<file path="src/design/assert_macros.svh">
// assertion macros shared by the tlv parser modules
// expects a clock named aclk and an active-low reset named aresetn in scope
`ifndef ASSERT_MACROS_SVH
`define ASSERT_MACROS_SVH

// property must hold at every clock edge outside reset
`define ATLV_ASSERT(label, prop, msg) \
    label: assert property (@(posedge aclk) disable iff (!aresetn) prop) \
        else $error(msg);

// expression must never be true outside reset
`define ATLV_NEVER(label, expr, msg) \
    label: assert property (@(posedge aclk) disable iff (!aresetn) !(expr)) \
        else $error(msg);

`endif

</file>
<file path="src/design/atlv_pkg.sv">
// types, codes and tables for the application-parameter tlv parser
// no dependencies
package atlv_pkg;

    // result status codes
    localparam logic [1:0] ST_OK       = 2'd0;
    localparam logic [1:0] ST_SHORT    = 2'd1;
    localparam logic [1:0] ST_OVERFLOW = 2'd2;
    localparam logic [1:0] ST_BADTAG   = 2'd3;

    // parameter ids
    localparam logic [2:0] ID_STATUS     = 3'd0;
    localparam logic [2:0] ID_ORDER      = 3'd1;
    localparam logic [2:0] ID_SEARCH     = 3'd2;
    localparam logic [2:0] ID_SEARCH_ATT = 3'd3;
    localparam logic [2:0] ID_MAX_COUNT  = 3'd4;
    localparam logic [2:0] ID_START_OFS  = 3'd5;
    localparam logic [2:0] ID_FILTER     = 3'd6;
    localparam logic [2:0] ID_FORMAT     = 3'd7;

    // record tags
    localparam logic [7:0] TAG_SEARCH = 8'h02;
    localparam logic [7:0] TAG_MIN    = 8'h01;
    localparam logic [7:0] TAG_MAX    = 8'h07;

    // result queue
    localparam int Q_DEPTH = 4;
    localparam int Q_AW    = $clog2(Q_DEPTH);
    localparam int Q_CW    = $clog2(Q_DEPTH + 1);

    // one queue entry: an optional parameter result and an optional end-of-header result
    typedef struct packed {
        logic        has_data;
        logic [2:0]  param_id;
        logic [63:0] param_value;
        logic        search_last;
        logic        search_empty;
        logic        has_done;
        logic [1:0]  status;
    } atlv_entry_t;

    // expected value length per known tag, search value takes any length
    function automatic logic [7:0] expect_len(input logic [2:0] id);
        logic [7:0] r;
        case (id)
            ID_ORDER:      r = 8'd1;
            ID_SEARCH_ATT: r = 8'd1;
            ID_MAX_COUNT:  r = 8'd2;
            ID_START_OFS:  r = 8'd2;
            ID_FILTER:     r = 8'd8;
            ID_FORMAT:     r = 8'd1;
            default:       r = 8'd0;
        endcase
        return r;
    endfunction

endpackage

</file>
<file path="src/design/atlv_front.sv">
// front end: accepts start items and payload bytes, walks the tlv records
// depends on atlv_pkg and assert_macros.svh
`include "assert_macros.svh"

module atlv_front import atlv_pkg::*; #(
    parameter int LEN_BITS = 16
) (
    input  logic        aclk,
    input  logic        aresetn,
    input  logic        s_tvalid,
    output logic        s_tready,
    input  logic        s_tuser,
    input  logic [23:0] s_tdata,
    input  logic        q_full,
    output logic        q_push,
    output atlv_entry_t q_entry
);

    localparam logic [1:0] PH_IDLE  = 2'd0;
    localparam logic [1:0] PH_TAG   = 2'd1;
    localparam logic [1:0] PH_LEN   = 2'd2;
    localparam logic [1:0] PH_VALUE = 2'd3;
    localparam int HW = (LEN_BITS > 16) ? LEN_BITS : 16;

    logic [1:0]          phase_reg, phase_next;
    logic [LEN_BITS-1:0] bytes_left_reg, bytes_left_next;
    logic [7:0]          record_tag_reg, record_tag_next;
    logic [7:0]          record_len_reg, record_len_next;
    logic [7:0]          value_count_reg, value_count_next;
    logic [63:0]         value_accum_reg, value_accum_next;

    logic                accept;
    logic [HW-1:0]       hdr_ext;
    logic [LEN_BITS-1:0] start_len;
    logic [LEN_BITS-1:0] bl_dec;
    logic [7:0]          data_b;
    logic                rec_end;
    atlv_entry_t         ent;

    assign accept    = s_tvalid && !q_full;
    assign s_tready  = !q_full;
    assign data_b    = s_tdata[23:16];
    assign hdr_ext   = HW'(s_tdata[15:0]);
    assign start_len = hdr_ext[LEN_BITS-1:0];
    assign bl_dec    = bytes_left_reg - LEN_BITS'(1);

    // record parser
    always_comb begin
        phase_next       = phase_reg;
        bytes_left_next  = bytes_left_reg;
        record_tag_next  = record_tag_reg;
        record_len_next  = record_len_reg;
        value_count_next = value_count_reg;
        value_accum_next = value_accum_reg;
        ent              = '0;
        rec_end          = 1'b0;
        if (accept) begin
            if (!s_tuser) begin
                // start of a header
                bytes_left_next  = start_len;
                record_tag_next  = '0;
                record_len_next  = '0;
                value_count_next = '0;
                value_accum_next = '0;
                if (start_len < LEN_BITS'(2)) begin
                    ent.has_done = 1'b1;
                    ent.status   = ST_SHORT;
                    phase_next   = PH_IDLE;
                end else if (start_len == LEN_BITS'(2)) begin
                    ent.has_done = 1'b1;
                    ent.status   = ST_OK;
                    phase_next   = PH_IDLE;
                end else begin
                    phase_next = PH_TAG;
                end
            end else begin
                case (phase_reg)
                    PH_TAG: begin
                        record_tag_next = data_b;
                        bytes_left_next = bl_dec;
                        phase_next      = PH_LEN;
                    end
                    PH_LEN: begin
                        record_len_next  = data_b;
                        bytes_left_next  = bl_dec;
                        value_count_next = '0;
                        value_accum_next = '0;
                        if (LEN_BITS'(data_b) > bl_dec) begin
                            ent.has_done = 1'b1;
                            ent.status   = ST_OVERFLOW;
                            phase_next   = PH_IDLE;
                        end else if (record_tag_reg < TAG_MIN || record_tag_reg > TAG_MAX) begin
                            ent.has_done = 1'b1;
                            ent.status   = ST_BADTAG;
                            phase_next   = PH_IDLE;
                        end else if (data_b == 8'd0) begin
                            if (record_tag_reg == TAG_SEARCH) begin
                                ent.has_data     = 1'b1;
                                ent.param_id     = ID_SEARCH;
                                ent.search_empty = 1'b1;
                            end
                            rec_end = 1'b1;
                        end else begin
                            phase_next = PH_VALUE;
                        end
                    end
                    PH_VALUE: begin
                        if (bytes_left_reg != '0) begin
                            bytes_left_next = bl_dec;
                        end
                        value_count_next = value_count_reg + 8'd1;
                        value_accum_next = {value_accum_reg[55:0], data_b};
                        rec_end          = (value_count_next == record_len_reg);
                        if (record_tag_reg == TAG_SEARCH) begin
                            ent.has_data    = 1'b1;
                            ent.param_id    = ID_SEARCH;
                            ent.param_value = {56'd0, data_b};
                            ent.search_last = rec_end;
                        end else if (rec_end &&
                                     record_len_reg == expect_len(record_tag_reg[2:0])) begin
                            ent.has_data    = 1'b1;
                            ent.param_id    = record_tag_reg[2:0];
                            ent.param_value = value_accum_next;
                        end
                    end
                    default: begin
                        // bytes outside an open header are dropped
                    end
                endcase
                // record boundary: end the header when too few bytes remain
                if (rec_end) begin
                    if (bytes_left_next <= LEN_BITS'(2)) begin
                        ent.has_done = 1'b1;
                        ent.status   = ST_OK;
                        phase_next   = PH_IDLE;
                    end else begin
                        phase_next = PH_TAG;
                    end
                end
            end
        end
    end

    assign q_push  = accept && (ent.has_data || ent.has_done);
    assign q_entry = ent;

    // parser state
    always_ff @(posedge aclk) begin
        if (!aresetn) begin
            phase_reg       <= PH_IDLE;
            bytes_left_reg  <= '0;
            record_tag_reg  <= '0;
            record_len_reg  <= '0;
            value_count_reg <= '0;
            value_accum_reg <= '0;
        end else begin
            phase_reg       <= phase_next;
            bytes_left_reg  <= bytes_left_next;
            record_tag_reg  <= record_tag_next;
            record_len_reg  <= record_len_next;
            value_count_reg <= value_count_next;
            value_accum_reg <= value_accum_next;
        end
    end

    `ATLV_ASSERT(a_value_len, phase_reg == PH_VALUE |-> record_len_reg != 8'd0, "value phase with zero length")
    `ATLV_ASSERT(a_done_idle, q_push && q_entry.has_done |=> phase_reg == PH_IDLE, "header ended but parser not idle")

endmodule

</file>
<file path="src/design/atlv_queue.sv">
// short result queue between the parser and the output stage
// depends on atlv_pkg and assert_macros.svh
`include "assert_macros.svh"

module atlv_queue import atlv_pkg::*; (
    input  logic        aclk,
    input  logic        aresetn,
    input  logic        push,
    input  atlv_entry_t push_entry,
    output logic        full,
    output logic        head_valid,
    output atlv_entry_t head_entry,
    input  logic        pop
);

    atlv_entry_t     mem_reg [Q_DEPTH];
    logic [Q_AW-1:0] wr_ptr_reg, wr_ptr_next;
    logic [Q_AW-1:0] rd_ptr_reg, rd_ptr_next;
    logic [Q_CW-1:0] count_reg, count_next;

    assign full       = (count_reg == Q_CW'(Q_DEPTH));
    assign head_valid = (count_reg != '0);
    assign head_entry = mem_reg[rd_ptr_reg];

    // pointer and fill count update
    always_comb begin
        wr_ptr_next = push ? wr_ptr_reg + Q_AW'(1) : wr_ptr_reg;
        rd_ptr_next = pop ? rd_ptr_reg + Q_AW'(1) : rd_ptr_reg;
        count_next  = count_reg;
        if (push && !pop) begin
            count_next = count_reg + Q_CW'(1);
        end else if (!push && pop) begin
            count_next = count_reg - Q_CW'(1);
        end
    end

    always_ff @(posedge aclk) begin
        if (!aresetn) begin
            wr_ptr_reg <= '0;
            rd_ptr_reg <= '0;
            count_reg  <= '0;
        end else begin
            wr_ptr_reg <= wr_ptr_next;
            rd_ptr_reg <= rd_ptr_next;
            count_reg  <= count_next;
        end
    end

    // entry storage
    always_ff @(posedge aclk) begin
        if (push) begin
            mem_reg[wr_ptr_reg] <= push_entry;
        end
    end

    `ATLV_NEVER(a_push_full, push && full, "push into full queue")
    `ATLV_NEVER(a_pop_empty, pop && !head_valid, "pop from empty queue")

endmodule

</file>
<file path="src/design/atlv_back.sv">
// back end: splits queue entries into result beats behind an output register
// depends on atlv_pkg and assert_macros.svh
`include "assert_macros.svh"

module atlv_back import atlv_pkg::*; (
    input  logic        aclk,
    input  logic        aresetn,
    input  logic        head_valid,
    input  atlv_entry_t head_entry,
    output logic        pop,
    output logic        m_tvalid,
    input  logic        m_tready,
    output logic [71:0] m_tdata,
    output logic [2:0]  m_tuser,
    output logic        m_tlast
);

    logic        valid_reg, valid_next;
    logic        part_reg, part_next;
    logic [2:0]  id_reg, id_next;
    logic [63:0] value_reg, value_next;
    logic        slast_reg, slast_next;
    logic        sempty_reg, sempty_next;
    logic [1:0]  status_reg, status_next;
    logic        done_reg, done_next;
    logic        last_reg, last_next;
    logic        load;
    logic        data_beat;

    assign load      = !valid_reg || m_tready;
    assign data_beat = head_entry.has_data && !part_reg;

    // next beat from the queue head
    always_comb begin
        valid_next  = valid_reg;
        part_next   = part_reg;
        id_next     = id_reg;
        value_next  = value_reg;
        slast_next  = slast_reg;
        sempty_next = sempty_reg;
        status_next = status_reg;
        done_next   = done_reg;
        last_next   = last_reg;
        pop         = 1'b0;
        if (load) begin
            valid_next = head_valid;
            if (head_valid) begin
                if (data_beat) begin
                    id_next     = head_entry.param_id;
                    value_next  = head_entry.param_value;
                    slast_next  = head_entry.search_last;
                    sempty_next = head_entry.search_empty;
                    status_next = ST_OK;
                    done_next   = 1'b0;
                    last_next   = !head_entry.has_done;
                    pop         = !head_entry.has_done;
                    part_next   = head_entry.has_done;
                end else begin
                    id_next     = ID_STATUS;
                    value_next  = '0;
                    slast_next  = 1'b0;
                    sempty_next = 1'b0;
                    status_next = head_entry.status;
                    done_next   = 1'b1;
                    last_next   = 1'b1;
                    pop         = 1'b1;
                    part_next   = 1'b0;
                end
            end
        end
    end

    always_ff @(posedge aclk) begin
        if (!aresetn) begin
            valid_reg <= 1'b0;
            part_reg  <= 1'b0;
        end else begin
            valid_reg <= valid_next;
            part_reg  <= part_next;
        end
    end

    // output payload
    always_ff @(posedge aclk) begin
        id_reg     <= id_next;
        value_reg  <= value_next;
        slast_reg  <= slast_next;
        sempty_reg <= sempty_next;
        status_reg <= status_next;
        done_reg   <= done_next;
        last_reg   <= last_next;
    end

    assign m_tvalid = valid_reg;
    assign m_tuser  = id_reg;
    assign m_tlast  = last_reg;
    assign m_tdata  = {3'd0, done_reg, status_reg, sempty_reg, slast_reg, value_reg};

    `ATLV_ASSERT(a_done_last, valid_reg && done_reg |-> last_reg, "end-of-header result not last")
    `ATLV_ASSERT(a_part_head, part_reg |-> head_valid && head_entry.has_done, "split entry lost")

endmodule

</file>
<file path="src/design/app_param_tlv_parser.sv">
// top level of the application-parameter tlv parser
// depends on atlv_pkg, atlv_front, atlv_queue and atlv_back
//
//  channel | direction | tdata (low bit up)                     | tuser    | tlast
//  s_      | in        | header_len[15:0], data_byte[23:16]     | func     | -
//  m_      | out       | param_value[63:0], search_last,        | param_id | last
//          |           | search_empty, status[1:0], header_done |          |
//
//  one request is taken per cycle while the queue is not full; the parser state is registered
//  a request that ends a record with both a parameter and an end-of-header result
//  yields a parameter beat, then an end-of-header beat; a four-entry queue lets the
//  parser run ahead of the output; results pass the queue storage and the m_ register
//  reset is synchronous and clears control state only; no clearing pass
//  s_tready drops only while the queue is full

module app_param_tlv_parser import atlv_pkg::*; #(
    parameter int LEN_BITS = 16
) (
    input  logic        aclk,
    input  logic        aresetn,
    input  logic        s_tvalid,
    output logic        s_tready,
    input  logic [23:0] s_tdata,   // header_len[15:0], data_byte[23:16]
    input  logic        s_tuser,   // func
    output logic        m_tvalid,
    input  logic        m_tready,
    output logic [71:0] m_tdata,   // param_value[63:0], search_last[64], search_empty[65],
                                   // status[67:66], header_done[68], zero pad
    output logic [2:0]  m_tuser,   // param_id
    output logic        m_tlast
);

    logic        q_push;
    logic        q_full;
    logic        q_valid;
    logic        q_pop;
    atlv_entry_t q_in;
    atlv_entry_t q_head;

    // record parser
    atlv_front #(
        .LEN_BITS (LEN_BITS)
    ) u_front (
        .aclk     (aclk),
        .aresetn  (aresetn),
        .s_tvalid (s_tvalid),
        .s_tready (s_tready),
        .s_tuser  (s_tuser),
        .s_tdata  (s_tdata),
        .q_full   (q_full),
        .q_push   (q_push),
        .q_entry  (q_in)
    );

    // result queue
    atlv_queue u_queue (
        .aclk       (aclk),
        .aresetn    (aresetn),
        .push       (q_push),
        .push_entry (q_in),
        .full       (q_full),
        .head_valid (q_valid),
        .head_entry (q_head),
        .pop        (q_pop)
    );

    // output stage
    atlv_back u_back (
        .aclk       (aclk),
        .aresetn    (aresetn),
        .head_valid (q_valid),
        .head_entry (q_head),
        .pop        (q_pop),
        .m_tvalid   (m_tvalid),
        .m_tready   (m_tready),
        .m_tdata    (m_tdata),
        .m_tuser    (m_tuser),
        .m_tlast    (m_tlast)
    );

endmodule
</file>
<file path="config.mk">
export PLATFORM = sky130hd
export DESIGN_NAME = app_param_tlv_parser
export DESIGN_NICKNAME = d
export VERILOG_FILES = /design/src/design/atlv_pkg.sv /design/src/design/atlv_front.sv /design/src/design/atlv_queue.sv /design/src/design/atlv_back.sv /design/src/design/app_param_tlv_parser.sv
export VERILOG_INCLUDE_DIRS = /design/src /design/src/design
export SDC_FILE = /design/constraint.sdc
export NUM_CORES = 1
export LEC_CHECK = 0
export BUFFER_PORTS_ARGS = -buffer_cell sky130_fd_sc_hd__buf_2
export CAP_MARGIN = 10
export CORE_MARGIN = 2
export CORE_UTILIZATION = 33
export CTS_CLUSTER_DIAMETER = 50
export DETAILED_ROUTE_END_ITERATION = 8
export GPL_TIMING_DRIVEN = 0
export PLACE_DENSITY = 0.56
export SYNTH_ARGS = -nofsm -noshare
export SYNTH_HDL_FRONTEND = slang
export SYNTH_SLANG_ARGS = --single-unit
</file>
<file path="constraint.sdc">
create_clock -name aclk -period 8.2 [get_ports aclk]
set_input_delay 1.64 -clock aclk [delete_from_list [all_inputs] [get_ports aclk]]
set_output_delay 1.64 -clock aclk [all_outputs]
set_load 0.05 [all_outputs]
</file>
==> results.yml, run 1 <==
timing:
  setup-violations-final: 0
  rsz0062_at_grt: "false"
  layout_min_cycle_time_ns: 5.183
  max_freq_mhz: 192.9
  tightest_slew_ns: 1.128
  slew-limit-headroom_pct: 24.23
  fin_tns_setup_ns: 0
  finClkSkew_ns: 0.01998
  period_share_pct: 63.20
  slew_viol_final: 0
  hold_viol: 0
final_layout:
  num-fill-cells: 5667
  multiInputGateArea_sq_um: 6356
  drive_above_1_share_pct: 19.98
  areaGrowthSynthToFinish_pct: 18.59
  instances_no_fill: 2414
  diodes: 0
  largest_reg_flops: 292
  seqCellArea_sq_um: 13140
  nNetsFinal: 1634
  design_area_sq_um: 23710
min_path:
  whs_endpoint: "u_front.value_accum_reg[48]$_SDFFE_PN0P_"
  hold_class: "flop to flop"
  holdPathStages: 2
  min_from: "u_front.value_accum_reg[48]$_SDFFE_PN0P_"
setup_path:
  reg2reg_from: "u_front.bytes_left_reg[1]$_SDFFE_PN0P_"
  critPathLaunchType: "flop"
  crit_chain: "buf_2 > inv_1 > ha_1 > buf_2 > inv_1 > nor3_1 > xnor2_1 > ha_1 > nand3_1 > nor4_1 > o211ai_1 > a211o_1 > o211a_1 > o21ba_4 > o31ai_4 > inv_1 > ha_1 > inv_1 > fa_1 > xor2_1 > or3_1 > a21boi_0"
  cp.arrival_ns: 5.72
  reg2reg_slack_ns: 3.02
  rr_endpoint: "u_queue.count_reg[2]$_SDFFE_PN0P_"
  critPathRequiredTime_ns: 8.74
  cp-end-kind: "flop"
  r2r_cells: 22
  crit_slowest_cell: "o31ai_4"
  crit_top_cell: "inv_1"
  max_stage_delay_ns: 0.60
  worstSetupPathType: "flop to flop"
  worstPathMaxFanout: 10
clock_network:
  cts_tree: "done"
  postCtsHoldBufs: 0
  cts_made_buffers: 56
  ctsLongestPathBuffers: 3
  clock_sinks: 474
  cts-root-buf: "clkbuf_16"
  h-tree-depth: 2
  post_cts_buffers: 0
  cts_resized: 0
  path_clk_slew_ns: 0.06
  clk_latency_ns: 0.61
routing:
  vias: 12408
  drc: 0
  drt-initial-drc-count: 780
  vias_per_cell: 5.140
  first_pass_iters: 5
  ant_nets: 0
  post_drt_wl_per_cell_um: 19.84
  wl_um: 47880
die:
  rows: 90
  die_h_um: 250.1
  start_util_pct: 33.24
  dieArea_sq_um: 62560
  coreArea_sq_um: 60130
  ioPinCount: 107
  dieWidth_um: 250.1
grt:
  grt_pass1_vias: 12596
  antenna_found_initial: 0
  overflow: 0
  grt_use_total_pct: 15.24
  grt_max_degree: 30
  grt_first_pass_wirelength_um: 73890
logic_synthesis:
  synth_top_cell_by_area: "edfxtp_1"
  syn_inst: 1408
  synth-async-reset-ratio_pct: 0
  synth_edf_count: 365
  synth_top_area_share_pct: 54.83
  synth_seq_cells: 474
  avgSynthCellArea_sq_um: 14.20
  synth_area_leaders: "edfxtp_1 55%, dfxtp_1 11%, mux4_2 8.2%, and3_1 4.1%, a21boi_0 2.6%"
  ys_seq_area_share_pct: 65.75
  ys.flop_type: "edfxtp_1"
  synth_warnings: 0
  syn-cell-area_sq_um: 19990
  ys_types: 75
power_and_ir_drop:
  p_leak_nw: 8.411
  p_total_mw: 7.695
  peakVddDrop_mv: 0.1684
  power-per-cell-area_nw_per_um2: 324.6
place:
  gp_congestion: 0.8737
  place_inst: 2309
  port_buffers: 102
  placed_cell_area_sq_um: 21860
  dp_hpwl_um: 32960
run:
  max_cap_violations: 0
run_status:
  status: "completed"
==> area by class of cell <==
type	count	area share [%]
sequential	474	55.44
multi-input combinational	807	26.81
clock buffer	73	6.587
tap	782	4.128
timing repair buffer	117	3.579
buffer	107	1.921
clock inverter	32	1.177
inverter	22	0.3536
==> worst max-delay path, delay by kind of cell (launching register included) <==
kind | cells | cell delay [ns]
AND/OR/NAND/NOR | 4 | 0.90
XOR/XNOR | 2 | 0.26
adder cells (fa/ha/maj) | 4 | 0.92
buffers and inverters | 6 | 0.84
AO/OA/AOI/OAI | 6 | 1.88
flip-flops | 1 | 0.31
==> Yosys cell counts (all sizes together), types with 3 or more instances <==
| library cell | count |
|---|---|
| inv | 21 |
| nor3 | 16 |
| a21boi | 70 |
| o21ai | 23 |
| a21oi | 31 |
| o311a | 3 |
| o211a | 4 |
| nor4 | 22 |
| and4 | 3 |
| clkbuf | 77 |
| nor4b | 3 |
| o211ai | 14 |
| edfxtp | 365 |
| nand2 | 98 |
| nand2b | 4 |
| xor2 | 9 |
| a211oi | 11 |
| mux4 | 73 |
| dfxtp | 109 |
| ha | 19 |
| o31ai | 4 |
| or3 | 8 |
| nand3 | 71 |
| buf | 30 |
| and3 | 131 |
| a211o | 6 |
| nor2b | 34 |
| a21o | 3 |
| xnor2 | 13 |
| or2 | 5 |
| nand4 | 4 |
| nor2 | 45 |
| a22oi | 17 |
| and2 | 20 |
| mux2i | 5 |
==> layer usage <==
| layer | vias up | wire length [um] | global-route usage (%) |
|---|---|---|---|
| li1 | 5777 | - | - |
| met1 | 6240 | 20880 | 19.81 |
| met2 | 312 | 23410 | 26.02 |
| met3 | 79 | 2265 | 2.245 |
| met4 | 0 | 1325 | 5.321 |
| met5 | - | 0 | 0 |
==> cells in the final DEF, fill, tap and decap left out, drive strengths merged, types with 17 or more instances in the layout <==
cell type  count
edfxtp       365
clkbuf       150
buf          147
and3         131
dfxtp        109
nand2         98
mux4          73
nand3         71
a21boi        70
nor2          45
nor2b         34
a21oi         31
inv           30
o21ai         23
nor4          22
and2          20
ha            19
clkinv        18
a22oi         17
==> cell families after synthesis <==
group	share of synthesized area, %
buffers and inverters	2.698
other	0.01876
XOR/XNOR	0.9640
adder cells (fa/ha/maj)	1.289
multiplexers	8.475
AND/OR/NAND/NOR	13.10
flip-flops	65.75
AO/OA/AOI/OAI	7.705
==> worst max-delay path by stage <==
stage,startpoint,end,slack (ns)
2_1_floorplan,s_tdata[23],u_queue.mem_reg[0][0]$_DFFE_PP_,1.16
3_3_place_gp,s_tdata[23],u_queue.mem_reg[3][18]$_DFFE_PP_,-2.47
3_5_place_dp,s_tdata[23],u_queue.count_reg[2]$_SDFFE_PN0P_,2.69
6_report,u_front.bytes_left_reg[1]$_SDFFE_PN0P_,u_queue.count_reg[2]$_SDFFE_PN0P_,3.02
4_1_cts,u_front.bytes_left_reg[1]$_SDFFE_PN0P_,u_queue.count_reg[2]$_SDFFE_PN0P_,3.04
5_1_grt,u_front.bytes_left_reg[1]$_SDFFE_PN0P_,u_queue.count_reg[2]$_SDFFE_PN0P_,2.61
==> report_power, final <==
| part | internal, mW | switching, mW | total (mW) |
|---|---|---|---|
| logic | 0.727 | 1.55 | 2.28 |
| registers | 2.92 | 0.0802 | 3.00 |
| clock network | 1.40 | 1.02 | 2.41 |
==> per-stage QoR <==
stage	hold WS, ns	util, %	worst slack [ns]
final	0.4695	39.42	3.017
after global routing	0.4893	39.42	2.607
after CTS	0.4707	39.42	3.043
after detailed placement	0.4580	36.36	2.691
after global placement	0.4526	35.73	-2.474
after floorplan	0.4365	-	1.157
No activity file was read; power rests on OpenSTA's default activity.
==> run 2: changes to the inputs <==
==> constraint.sdc (replaced) <==
create_clock -name aclk -period 5.15 [get_ports aclk]
set_input_delay 1.03 -clock aclk [delete_from_list [all_inputs] [get_ports aclk]]
set_output_delay 1.03 -clock aclk [all_outputs]
set_load 0.05 [all_outputs]
==> run 2 against run 1 <==
Clock skew grew 0.0088 ns. Cell area is essentially flat. Global-route usage is essentially flat. Sequential power grew 60%. Maximum frequency grew 6.7%. Utilization is essentially flat. Total power grew 59%. Final cell count shrank 0.21%. Sequential share of layout area is essentially flat. Critical path type unchanged.
==> results.yml, run 2 (synthesis gave the netlist of run 1 again) <==
setup_path:
  critPathLaunchType: "flop"
  worstSetupPathType: "flop to flop"
  critPathRequiredTime_ns: 5.67
  crit_chain: "buf_2 > inv_1 > ha_1 > buf_2 > inv_1 > nor3_2 > xnor2_1 > ha_1 > a211oi_1 > nor4_1 > o31ai_1 > a211o_1 > a221o_1 > nor4b_4 > o31ai_4 > inv_1 > ha_1 > inv_1 > fa_1 > xor2_1 > or3_1 > a21boi_0"
  crit_start: "u_front.bytes_left_reg[1]$_SDFFE_PN0P_"
  endpoint: "u_queue.count_reg[2]$_SDFFE_PN0P_"
  worstPathMaxFanout: 10
  max_stage_delay_ns: 0.43
  cp.arrival_ns: 5.37
  r2r_cells: 22
  reg2reg_from: "u_front.bytes_left_reg[1]$_SDFFE_PN0P_"
  reg2reg_slack_ns: 0.29
  cp-end-kind: "flop"
  rr_endpoint: "u_queue.count_reg[2]$_SDFFE_PN0P_"
  crit_top_cell: "inv_1"
  crit_slowest_cell: "fa_1"
die:
  ioPinCount: 107
  start_util_pct: 33.24
  rows: 90
  dieArea_sq_um: 62560
  coreArea_sq_um: 60130
  die_h_um: 250.1
  dieWidth_um: 250.1
timing:
  slew_viol_final: 0
  fin_tns_setup_ns: 0
  finClkSkew_ns: 0.02878
  layout_min_cycle_time_ns: 4.856
  setup-violations-final: 0
  slew-limit-headroom_pct: 21.71
  tightest_slew_ns: 1.165
  hold_viol: 0
  max_freq_mhz: 205.9
  period_share_pct: 94.30
  fin_ws_ns: 0.2936
  rsz0062_at_grt: "false"
clock_network:
  cts_tree: "done"
  ctsLongestPathBuffers: 3
  h-tree-depth: 2
  postCtsHoldBufs: 0
  clk_latency_ns: 0.61
  clock_sinks: 474
  cts-root-buf: "clkbuf_16"
  path_clk_slew_ns: 0.06
  cts_made_buffers: 54
grt:
  overflow: 0
  grt_max_degree: 30
  grt_use_total_pct: 15.21
  grt_first_pass_wirelength_um: 73480
  grt_pass1_vias: 12722
  antenna_found_initial: 2
final_layout:
  drive_above_1_share_pct: 19.55
  final_common_cell: "edfxtp_1"
  largest_reg_flops: 292
  num-fill-cells: 5686
  nNetsFinal: 1633
  diodes: 0
  areaGrowthSynthToFinish_pct: 18.50
  final_cell_mix: "365 x edfxtp_1, 131 x and3_1, 115 x buf_2"
power_and_ir_drop:
  peakVddDrop_mv: 0.2641
  p_total_mw: 12.24
  switchingPower_mw: 4.169
  combPwrFrac_pct: 29.3
  clkPwrFrac_pct: 31.6
  p_int_mw: 8.071
  p_leak_nw: 8.387
  seqPwrFrac_pct: 39.1
  swShare_pct: 34.06
  power-per-cell-area_nw_per_um2: 516.8
routing:
  vias_per_cell: 5.053
  ant_nets: 0
  vias: 12172
  post_drt_wl_per_cell_um: 19.84
  first_pass_iters: 5
  drt-initial-drc-count: 850
  wl_um: 47800
  drc: 0
place:
  port_buffers: 102
  pre_cts_ws_ns: -0.03576
  dp_hpwl_um: 32960
  gp_congestion: 0.8809
run_status:
  status: "completed"
min_path:
  hold_class: "flop to flop"
run:
  max_cap_violations: 0
run 2: cell types whose count changed in the layout (fill, tap and decap cells not counted), sizes merged:
cell and change:
inv -4, buf +1, clkbuf -1, clkinv -2
bufinv +3, clkinvlp -2
run 2: what timing repair did:
action,CTS,global route
endpoints found under the setup margin,1,138
buffers inserted,1,1
gates resized for setup,0,4
pin swaps,1,1
run 2: cell type report:
type	instances	area [sq um]	area share, %
Multi-Input combinational cell	807	6365	26.87
Sequential cell	474	13140	55.49
Clock buffer	72	1514	6.392
Inverter	22	83.83	0.3539
Buffer	107	455.4	1.923
Tap cell	782	978.4	4.131
Timing Repair Buffer	118	820.8	3.465
Clock inverter	27	326.6	1.379
run 2: worst max-delay path: cells and delay by family (launching register included):
kind | cells | cell delay [ns]
compound gates | 6 | 1.12
xor+xnor | 2 | 0.50
fa+ha+maj | 4 | 1.12
buf+inv | 6 | 0.84
flops | 1 | 0.32
simple gates | 4 | 0.84
run 2: power by group through the flow:
stage	registers, mW	clock network [mW]	logic [mW]
after floorplan	5.93	0	1.62
after global placement	4.93	0	3.53
after detailed placement	4.88	0	3.63
after CTS	4.80	3.96	3.64
after global routing	4.84	4.09	3.84
final	4.79	3.87	3.58
run 2: layer usage:
metal	GRT usage (%)	vias to the layer above	share of wire [%]
met3	2.359	84	4.3
met2	25.40	241	49
met1	20.06	6091	44
met4	5.629	2	3.1
met5	0	-	0.027
li1	-	5754	-
run 2: stage by stage:
step	utilization (%)	hold slack (ns)	area [sq um]	std cells
finish	39.39	0.4628	23690	2409
global route	39.39	0.4817	23690	2409
CTS	39.36	0.4629	23670	2408
detailed placement	36.29	0.4542	21820	2308
global placement	35.75	0.4556	21500	2294
floorplan	-	0.4365	20010	1410
run 2: how the worst min path moves through the flow:
stage	from	end	slack, ns	cells after the start
detailed placement	u_front.value_accum_reg[52]$_SDFFE_PN0P_	u_front.value_accum_reg[52]$_SDFFE_PN0P_	0.45	2
global route	u_front.value_accum_reg[51]$_SDFFE_PN0P_	u_front.value_accum_reg[51]$_SDFFE_PN0P_	0.48	2
floorplan	u_front.value_accum_reg[55]$_SDFFE_PN0P_	u_front.value_accum_reg[55]$_SDFFE_PN0P_	0.44	2
global placement	u_front.value_accum_reg[48]$_SDFFE_PN0P_	u_front.value_accum_reg[48]$_SDFFE_PN0P_	0.46	2
CTS	u_front.value_accum_reg[52]$_SDFFE_PN0P_	u_front.value_accum_reg[52]$_SDFFE_PN0P_	0.46	2
finish	u_front.value_accum_reg[52]$_SDFFE_PN0P_	u_front.value_accum_reg[52]$_SDFFE_PN0P_	0.46	2
==> run 3: changes to the inputs <==
==> constraint.sdc (replaced) <==
create_clock -name aclk -period 5.15 [get_ports aclk]
set_input_delay 0.2575 -clock aclk [delete_from_list [all_inputs] [get_ports aclk]]
set_output_delay 0.2575 -clock aclk [all_outputs]
set_load 0.05 [all_outputs]
==> run 3 against run 2 <==
Maximum frequency barely moved. Clock-buffer cell count did not move. Clock power barely moved. Sequential power barely moved. Worst setup slack got worse by 0.0035 ns. Global-route usage barely moved. First-iteration DRC count fell by 3.4%. Worst hold slack got worse by 0.43 ns.
==> results.yml, run 3 (synthesis gave the netlist of run 1 again) <==
setup_path:
  rr_endpoint: "u_queue.count_reg[2]$_SDFFE_PN0P_"
  cp-end-kind: "flop"
  reg2reg_from: "u_front.bytes_left_reg[1]$_SDFFE_PN0P_"
  r2r_cells: 22
  reg2reg_slack_ns: 0.29
  critPathLaunchType: "flop"
  critPathRequiredTime_ns: 5.67
  crit_start: "u_front.bytes_left_reg[1]$_SDFFE_PN0P_"
  max_stage_delay_ns: 0.43
  crit_top_cell: "inv_1"
  worstPathMaxFanout: 10
  crit_chain: "buf_2 > inv_1 > ha_1 > buf_2 > inv_1 > nor3_2 > xnor2_1 > ha_1 > a211oi_1 > nor4_1 > o31ai_1 > a211o_1 > a221o_1 > nor4b_4 > o31ai_4 > inv_1 > ha_1 > inv_1 > fa_1 > xor2_1 > or3_1 > a21boi_0"
  cp.arrival_ns: 5.38
  crit_slowest_cell: "fa_1"
  endpoint: "u_queue.count_reg[2]$_SDFFE_PN0P_"
  worstSetupPathType: "flop to flop"
die:
  start_util_pct: 33.24
  rows: 90
  coreArea_sq_um: 60130
  dieWidth_um: 250.1
  ioPinCount: 107
  die_h_um: 250.1
  dieArea_sq_um: 62560
timing:
  slew-limit-headroom_pct: 20.42
  fin_tns_setup_ns: 0
  setup-violations-final: 0
  period_share_pct: 94.37
  hold_viol: 0
  slew_viol_final: 0
  finClkSkew_ns: 0.03087
  rsz0062_at_grt: "false"
  max_freq_mhz: 205.8
  layout_min_cycle_time_ns: 4.860
  tightest_slew_ns: 1.185
clock_network:
  cts_made_buffers: 54
  h-tree-depth: 2
  clk_latency_ns: 0.61
  cts-root-buf: "clkbuf_16"
  ctsLongestPathBuffers: 3
  cts_tree: "done"
  clock_sinks: 474
  path_clk_slew_ns: 0.06
final_layout:
  areaGrowthSynthToFinish_pct: 18.80
  final_common_cell: "edfxtp_1"
  diodes: 0
  drive_above_1_share_pct: 19.47
  final_cell_mix: "365 x edfxtp_1, 131 x and3_1, 115 x buf_2"
  nNetsFinal: 1639
  largest_reg_flops: 292
  num-fill-cells: 5682
grt:
  grt_first_pass_wirelength_um: 73550
  grt_use_total_pct: 15.23
  grt_max_degree: 30
  overflow: 0
  grt_pass1_vias: 12745
  antenna_found_initial: 2
place:
  gp_congestion: 0.8809
  dp_hpwl_um: 32960
  port_buffers: 102
min_path:
  hold_class: "input pin to flop"
  min_from: "s_tdata[7]"
routing:
  first_pass_iters: 4
  post_drt_wl_per_cell_um: 19.82
  vias: 12210
  drt-initial-drc-count: 821
  ant_nets: 0
  vias_per_cell: 5.056
  wl_um: 47880
  drc: 0
power_and_ir_drop:
  power-per-cell-area_nw_per_um2: 515.5
  peakVddDrop_mv: 0.2639
  p_leak_nw: 8.412
  p_total_mw: 12.24
run_status:
  status: "completed"
run:
  max_cap_violations: 0
[run 3: routing by layer]
metal	vias to the layer above	global-route usage [%]	share of wire, %
met4	2	5.629	3.1
met5	-	0	0.027
met3	87	2.297	4.3
met2	270	25.45	49
met1	6086	20.10	44
li1	5765	-	-
[run 3: worst min path at each step]
stage / to / slack, ns / depth (start not counted)
after global placement: u_front.value_accum_reg[48]$_SDFFE_PN0P_ / 0.46 / 2
after floorplan: u_front.value_accum_reg[0]$_SDFFE_PN0P_ / 0.42 / 2
final: u_front.bytes_left_reg[7]$_SDFFE_PN0P_ / 0.03 / 3
after detailed placement: u_front.value_accum_reg[52]$_SDFFE_PN0P_ / 0.45 / 2
after CTS: u_front.bytes_left_reg[7]$_SDFFE_PN0P_ / 0.0007 / 3
after global routing: u_front.bytes_left_reg[0]$_SDFFE_PN0P_ / 0.05 / 3
[run 3: timing repair]
action                                 CTS  global route
endpoints found under the hold margin    6             0
cloned                                   0             0
pin swaps                                1             1
hold buffers                             6             0
setup endpoints to repair                1           138
resized for setup                        0             4
buffers inserted                         1             1
[run 3: worst max-delay path, delay by kind of cell, from the launching register on]
family / cells / cell delay, ns
AOI/OAI and AO/OA: 6 / 1.14
buffers and inverters: 6 / 0.82
and+or+nand+nor: 4 / 0.86
adders and majority gates: 4 / 1.11
xor gates and xnor gates: 2 / 0.49
DFF: 1 / 0.32
[run 3: final cells by class]
type,count,area [sq um],area share [%]
Clock inverter,27,326.6,1.375
Sequential cell,474,13140,55.35
Timing Repair Buffer,124,880.8,3.709
Buffer,107,455.4,1.918
Clock buffer,72,1514,6.375
Inverter,22,83.83,0.3530
Multi-Input combinational cell,807,6365,26.80
Tap cell,782,978.4,4.120
[run 3: through the flow]
stage | hold WS, ns | util [%] | cells | cell area, sq um | setup WS [ns]
2_1_floorplan | 0.4159 | - | 1410 | 20010 | -0.1327
3_3_place_gp | 0.4556 | 35.75 | 2294 | 21500 | -2.425
3_5_place_dp | 0.4542 | 36.29 | 2308 | 21820 | -0.03576
4_1_cts | 0.0006938 | 39.46 | 2414 | 23730 | 0.1398
5_1_grt | 0.04677 | 39.49 | 2415 | 23750 | 0.005185
6_report | 0.03105 | 39.49 | 2415 | 23750 | 0.2900
[run 3: power by group]
part / internal [mW] / leakage [nW] / switching, mW
logic: 1.12 / 3.17 / 2.46
clock network: 2.29 / 0.881 / 1.57
registers: 4.66 / 4.37 / 0.129
